<file path="config.mk">
export PLATFORM = sky130hd
export DESIGN_NAME = rbsi_reduce
export DESIGN_NICKNAME = d
export VERILOG_FILES = /design/src/design/rbsi_pkg.sv /design/src/design/rbsi_reduce.sv
export SDC_FILE = /design/constraint.sdc
export NUM_CORES = 1
export LEC_CHECK = 0
export ABC_CLOCK_PERIOD_IN_PS = 8700
export BUFFER_PORTS_ARGS = -buffer_cell sky130_fd_sc_hd__buf_2
export CORE_ASPECT_RATIO = 1.25
export CORE_MARGIN = 3
export CORE_UTILIZATION = 52
export CTS_CLUSTER_DIAMETER = 40
export DETAILED_ROUTE_END_ITERATION = 7
export PLACE_DENSITY_LB_ADDON = 0.15
export SETUP_SLACK_MARGIN = 0.1
export SLEW_MARGIN = 20
export SYNTH_ARGS = -nofsm -noshare
export SYNTH_HDL_FRONTEND = slang
export SYNTH_SLANG_ARGS = --single-unit
</file>
<file path="constraint.sdc">
create_clock -name clk -period 8.7 [get_ports clk]
set_input_delay 1.74 -clock clk [delete_from_list [all_inputs] [get_ports clk]]
set_output_delay 1.74 -clock clk [all_outputs]
set_load 0.005 [all_outputs]
</file>
<file path="src/design/rbsi_pkg.sv">
package rbsi_pkg;

	localparam int CoordW = 32;
	localparam int DirW   = 16;
	localparam int OffW   = 33;
	// offset * 2^14 magnitude fits in 33 + 14 bits
	localparam int NumW   = 47;
	localparam int DenW   = 15;
	// quotient magnitude bits; saturates from 2^31 up (positive) or above 2^31 (negative)
	localparam int QW     = 47;
	localparam int NumRegs = 6;
	localparam int AddrW  = 5;

	localparam logic signed [CoordW-1:0] TMaxQ = 32'sh7FFF_FFFF;
	localparam logic signed [CoordW-1:0] TMinQ = 32'sh8000_0000;

	typedef enum logic [2:0] {
		REG_LO_X = 3'd0,
		REG_LO_Y = 3'd1,
		REG_LO_Z = 3'd2,
		REG_HI_X = 3'd3,
		REG_HI_Y = 3'd4,
		REG_HI_Z = 3'd5
	} reg_idx_t;

	// per-division flags carried beside the divider pipeline
	typedef struct packed {
		logic zero_off;
		logic zero_dir;
		logic neg;
	} div_tag_t;

endpackage

</file>
<file path="src/design/rbsi_reduce.sv">
// Orders per-axis entry/exit, reduces over axes, checks overlap. Two stages.
module rbsi_reduce
	import rbsi_pkg::*;
(
	input  logic                     clk,
	input  logic                     adv,
	input  logic signed [CoordW-1:0] lo [3],
	input  logic signed [CoordW-1:0] hi [3],
	input  logic signed [CoordW-1:0] t_min,
	input  logic signed [CoordW-1:0] t_max,
	output logic                     hit,
	output logic signed [CoordW-1:0] near_t,
	output logic signed [CoordW-1:0] far_t
);

	logic signed [CoordW-1:0] en [3], ex [3];
	logic signed [CoordW-1:0] n01, f01, n_s1, f_s1;

	always_comb begin
		for (int a = 0; a < 3; a++) begin
			en[a] = (lo[a] < hi[a]) ? lo[a] : hi[a];
			ex[a] = (lo[a] < hi[a]) ? hi[a] : lo[a];
		end
		n01 = (en[1] > en[0]) ? en[1] : en[0];
		f01 = (ex[1] < ex[0]) ? ex[1] : ex[0];
	end

	// reduce over the three axes
	always_ff @(posedge clk) begin
		if (adv) begin
			n_s1 <= (en[2] > n01) ? en[2] : n01;
			f_s1 <= (ex[2] < f01) ? ex[2] : f01;
		end
	end

	// test overlap with the ray interval
	always_ff @(posedge clk) begin
		if (adv) begin
			near_t <= n_s1;
			far_t  <= f_s1;
			hit    <= (f_s1 >= n_s1) && (f_s1 >= t_min) && (n_s1 <= t_max);
		end
	end

endmodule

</file>
==> results.json, run 1 <==
{
  "netlist_instances": 1646,
  "min_period_ns": 8.860,
  "first_global_vias": 14935,
  "avgSynthCellArea_um2": 9.259,
  "synth_common_cells": "ha_1 (315), inv_1 (290), mux2i_1 (195), edfxtp_1 (129), a21oi_1 (114)",
  "synth.most_common_cell": "ha_1",
  "postLayoutCoreUtil": 0.7875,
  "crit_required_ns": 8.87,
  "cp-start-kind": "primary input",
  "crit_top_cell": "buf_12",
  "grt_max_degree": 81,
  "yosys.area.top_type": "ha_1",
  "cp_slowest_cell": "or4_4",
  "slowest_delay_ns": 0.54,
  "violations": "setup timing",
  "worstSkewPairLatency_ns": 0.46,
  "hpwlAfterDp_mm": 41.56,
  "synth_cell_types": 58,
  "cts_num_sinks": 129,
  "vias": 14966,
  "dieHeight_um": 197.4,
  "cap_violations": 0,
  "yosysSeqAreaShare": 0.2542,
  "cts_tree": "yes",
  "grt_overflow": 0,
  "critPathMaxFanout": 8,
  "power.density_nw_per_um2": 248.3,
  "rsz0062_at_grt": "yes",
  "ys_async_sr_fraction": 0,
  "crit_path_end_kind": "flip-flop",
  "grt_use_total": 0.3031,
  "root_buffer": "clkbuf_16",
  "clkTransAtPathRegs_ns": 0.05,
  "grt_pass1_wl_mm": 76.15,
  "cp.arrival_ns": 9.03,
  "yosysWarningCount": 0,
  "syn_area_um2": 15240,
  "clk_path_buf_depth": 3,
  "relSlewSlack": 0.4144,
  "drtPass1Iterations": 5,
  "rows": 69,
  "initial_core_util": 0.5317,
  "drc": 0,
  "antenna_found_initial": 4,
  "finalSetupViolCount": 32,
  "run_status": "finished with violations",
  "min_path_type": "reg2reg",
  "fin_crit_sh": 1.018,
  "fp.dieArea_um2": 31410,
  "yosys.area.top_type_share": 0.2586,
  "gp_congestion": 0.9850,
  "ys_ff_latch": 129,
  "core_um2": 28660,
  "drive_above_1_share": 0.3976,
  "port_buffers": 322,
  "tightest_slew_ns": 0.8784,
  "synthesis.nets": 2219,
  "htreeDepth": 4,
  "final_cell_count_no_fill": 2740,
  "finish.net_count": 2919,
  "num_io_pins": 323,
  "numCtsBuffers": 25,
  "via_per_inst": 5.462,
  "power_leakage_uw": 0.01193,
  "synthFlopType": "edfxtp_1",
  "setup_slack_ns": -0.1604,
  "finClkSkew_ns": 0.01433,
  "finalHoldViolCount": 0,
  "tns_ns": -4.262,
  "syn2layout_area_growth_pct": 48.11,
  "hold_ws_ns": 0.4732,
  "antenna_left": 0,
  "place_ws_ns": -1.146,
  "routed_wl_mm": 51.53,
  "wl_per_cell_um": 18.81,
  "critical_path_class": "in2reg",
  "place_inst": 2658,
  "peakVddDrop_uv": 140.7,
  "die_width_um": 159.1,
  "max_freq_mhz": 112.9,
  "drt_iter0_markers": 858,
  "netlist_top_cells_area": "ha_1 (26%), edfxtp_1 (25%), mux2i_1 (13%)",
  "slew_violations": 0,
  "synth-edff-count": 129
}
-- sequential cells by signal, summed over array words and instances (netlist names) --
register,count
far_t,32
hit,1
f_s1,32
n_s1,32
near_t,32
-- layout by cell type (no fill, tap or decap), drive strengths merged, types with 18 or more instances in the layout --
cell / netlist / routed
inv: 290 / 290
nand4: 56 / 56
ha: 315 / 315
a211oi: 18 / 18
edfxtp: 129 / 129
a21oi: 114 / 114
nand3: 19 / 19
a21o: 59 / 59
clkbuf: 19 / 33
nor2: 67 / 67
mux2: 66 / 66
o21ai: 81 / 81
mux2i: 195 / 195
buf: 21 / 707
nand2: 76 / 76
-- through the flow --
stage	total power, uW	cell area [um2]
final	5604	22570
after detailed placement	3991	20020
after global placement	3885	20020
after global routing	5936	22570
after CTS	5096	21340
after floorplan	2828	15480
-- worst paths after layout --
| path | startpoint | endpoint | slack (ns) | cells past startpoint |
|---|---|---|---|---|
| setup / recovery | hi[58] | n_s1[24]$_DFFE_PP_ | -0.16 | 35 |
| hold / removal | f_s1[0]$_DFFE_PP_ | far_t[0]$_DFFE_PP_ | 0.47 | 0 |
| setup reg to reg | n_s1[30]$_DFFE_PP_ | hit$_DFFE_PP_ | 4.99 | 11 |
| hold reg to reg | f_s1[0]$_DFFE_PP_ | far_t[0]$_DFFE_PP_ | 0.47 | 0 |
-- per-layer routing --
layer | wire length [um] | track usage | up-vias
met2 | 25270 | 0.5388 | 500
met1 | 21760 | 0.3812 | 6984
met5 | 34 | 0 | -
met4 | 2088 | 0.1207 | 6
li1 | - | - | 7368
met3 | 2373 | 0.02831 | 108
-- report_power, final --
part | switching, uW | internal [uW]
registers | 145 | 994
logic | 1770 | 1930
clock network | 261 | 507
total | 2170 | 3430
-- area by class of cell --
cell class	count	area [um2]
fillers	1958	6090
diodes	1	2.502
inverters	290	1099
multi-input cells	1187	11350
clock inverters	3	15.01
well taps	390	488.0
repair buffers	713	5110
clock buffers	27	633.1
flip-flops and latches	129	3874
-- worst max-delay path, delay by kind of cell --
kind | cells | cell delay (ns)
simple gates | 7 | 1.53
fa+ha+maj | 3 | 0.71
compound gates | 11 | 2.48
mux | 4 | 1.10
xor+xnor | 1 | 0.19
buf+inv | 9 | 1.23
-- cell families (layout without fill, tap and decap cells) --
| family | Yosys count | in the layout | synth area share |
|---|---|---|---|
| compound gates | 334 | 334 | 0.1364 |
| xor+xnor | 1 | 1 | 0.0005748 |
| fa+ha+maj | 315 | 315 | 0.2586 |
| buf+inv | 330 | 1033 | 0.08456 |
| flops | 129 | 129 | 0.2542 |
| mux | 261 | 261 | 0.1771 |
| other cells | 0 | 1 | 0 |
| simple gates | 276 | 276 | 0.08866 |
-- repair_timing --
item / in CTS / in global routing
buffers inserted: 16 / 23
hold endpoints to repair: 0 / 0
hold buffers: 0 / 0
setup endpoints to repair: 64 / 64
resized for setup: 91 / 169
pin swaps: 18 / 53
cloned: 6 / 6
Power figures use the tool's default switching activity.
==> run 2, diff against run 1 <==
--- a/config.mk
+++ b/config.mk
@@ -7,7 +7,6 @@
 export LEC_CHECK = 0
 export ABC_CLOCK_PERIOD_IN_PS = 8700
 export BUFFER_PORTS_ARGS = -buffer_cell sky130_fd_sc_hd__buf_2
-export CORE_ASPECT_RATIO = 1.25
 export CORE_MARGIN = 3
 export CORE_UTILIZATION = 52
 export CTS_CLUSTER_DIAMETER = 40
==> results.json, run 2 (synthesized netlist as in run 1, its figures left out) <==
{
  "rsz0062_at_grt": "yes",
  "setup_slack_ns": -0.2609,
  "r2r_slack_ns": 4.96,
  "grt_overflow": 0,
  "finish.net_count": 2911,
  "wl_per_cell_um": 18.65,
  "syn2layout_area_growth_pct": 45.11,
  "drive_above_1_share": 0.3883,
  "numCtsBuffers": 17,
  "finalHoldViolCount": 0,
  "power_switching_uw": 2103,
  "drc": 0,
  "drt_iter0_markers": 1235,
  "gp_congestion": 0.9604,
  "port_buffers": 322,
  "seq_area_um2": 3874,
  "crit_required_ns": 8.84,
  "run_status": "finished with violations",
  "layout_common_cells": "buf_4 (349), buf_2 (318), inv_1 (284), ha_1 (284), mux2i_1 (156)",
  "combPwrFrac": 0.646,
  "grt_max_degree": 77,
  "root_buffer": "clkbuf_16",
  "place_ws_ns": -0.8103,
  "htreeDepth": 4,
  "critPathMaxFanout": 8,
  "violations": "setup timing",
  "p_int_uw": 3314,
  "clock_power_share": 0.140,
  "finClkSkew_ns": 0.009212,
  "swShare": 0.3882,
  "cp_slowest_cell": "or4_4",
  "peakVddDrop_uv": 176.8,
  "fp.dieArea_um2": 31400,
  "cp-start-kind": "primary input",
  "clk_path_buf_depth": 2,
  "cp-startpoint": "hi[33]",
  "routed_wl_mm": 51.04,
  "slew_violations": 0,
  "hpwlAfterDp_mm": 41.34,
  "initial_core_util": 0.5296,
  "clkTransAtPathRegs_ns": 0.06,
  "grt_use_total": 0.3008,
  "slowest_delay_ns": 0.55,
  "rows": 62,
  "power_leakage_uw": 0.01185,
  "worstSkewPairLatency_ns": 0.41,
  "hold_path_startpoint": "f_s1[0]$_DFFE_PP_",
  "fin_crit_sh": 1.030,
  "r2r-start": "n_s1[31]$_DFFE_PP_",
  "vias": 14992,
  "via_per_inst": 5.478,
  "num_io_pins": 323,
  "relSlewSlack": 0.3488,
  "postLayoutCoreUtil": 0.7685,
  "power.density_nw_per_um2": 244.9,
  "fillCellCount": 2038,
  "grt_pass1_wl_mm": 73.79,
  "die_width_um": 177.2,
  "first_global_vias": 14324,
  "cts_tree": "yes",
  "antenna_found_initial": 4,
  "dieHeight_um": 177.2,
  "max_freq_mhz": 111.6,
  "cts_num_sinks": 129,
  "crit_path_end_kind": "flip-flop",
  "cp.arrival_ns": 9.10,
  "drtPass1Iterations": 5,
  "multi_input_area_um2": 11080,
  "seqPwrFrac": 0.213,
  "min_path_type": "reg2reg",
  "core_um2": 28780,
  "finalSetupViolCount": 39,
  "tightest_slew_ns": 0.9768,
  "critical_path_class": "in2reg",
  "antenna_left": 0,
  "final_common_cell": "buf_4",
  "min_period_ns": 8.961,
  "cap_violations": 0
}
==> run 2: routing by layer <==
metal	vias up	wire [um]	part of all wire	global-route usage
met5	-	27	0.00053	0
met4	4	1774	0.035	0.1129
met3	97	2928	0.057	0.03689
met2	547	23950	0.47	0.4986
met1	6990	22350	0.44	0.4026
li1	7354	-	-	-
==> run 2: repair_timing <==
item | 4_1_cts | 5_1_grt
resized for setup | 64 | 136
gates cloned | 4 | 4
pin swaps | 29 | 50
endpoints found under the setup margin | 52 | 64
hold buffers | 0 | 0
setup buffers | 13 | 23
==> run 2: worst max-delay path: cells and delay by family <==
| kind | cells | cell delay (ns) |
|---|---|---|
| buffers and inverters | 6 | 0.73 |
| AO/OA/AOI/OAI | 13 | 3.14 |
| multiplexers | 4 | 1.17 |
| AND/OR/NAND/NOR | 6 | 1.39 |
| XOR/XNOR | 1 | 0.16 |
| adder cells (fa/ha/maj) | 3 | 0.74 |
==> run 2: power by group through the flow <==
| stage | logic [uW] | registers (uW) | clock network (uW) |
|---|---|---|---|
| 5_1_grt | 3780 | 1170 | 793 |
| 2_1_floorplan | 1730 | 1100 | 0 |
| 3_3_place_gp | 2700 | 1160 | 0 |
| 4_1_cts | 3020 | 1150 | 764 |
| 6_report | 3500 | 1160 | 760 |
| 3_5_place_dp | 2800 | 1160 | 0 |
==> run 2: path summary, 6_finish.rpt <==
check / depth (start not counted) / end
hold / removal: 0 / far_t[0]$_DFFE_PP_
setup / recovery: 33 / n_s1[2]$_DFFE_PP_
hold reg to reg: 0 / far_t[0]$_DFFE_PP_
setup reg to reg: 11 / hit$_DFFE_PP_
==> run 2: cell type report <==
class / count / area share
multi-input cells: 1188 / 0.5010
clock inverters: 14 / 0.008769
inverters: 290 / 0.04945
repair buffers: 712 / 0.2243
flip-flops and latches: 129 / 0.1752
diodes: 2 / 0.0002263
clock buffers: 18 / 0.01940
well taps: 384 / 0.02172
==> run 2: stage by stage <==
step	TNS (ns)	cells	hold slack (ns)	total power, uW	cell area [um2]
after floorplan	0	1646	0.4264	2828	15480
after global placement	-25.86	2659	0.4392	3859	20000
after detailed placement	-36.01	2659	0.4390	3966	20000
after CTS	-2.804	2708	0.4707	4933	21140
after global routing	-19.19	2737	0.4965	5748	22120
final	-7.094	2737	0.4747	5417	22120
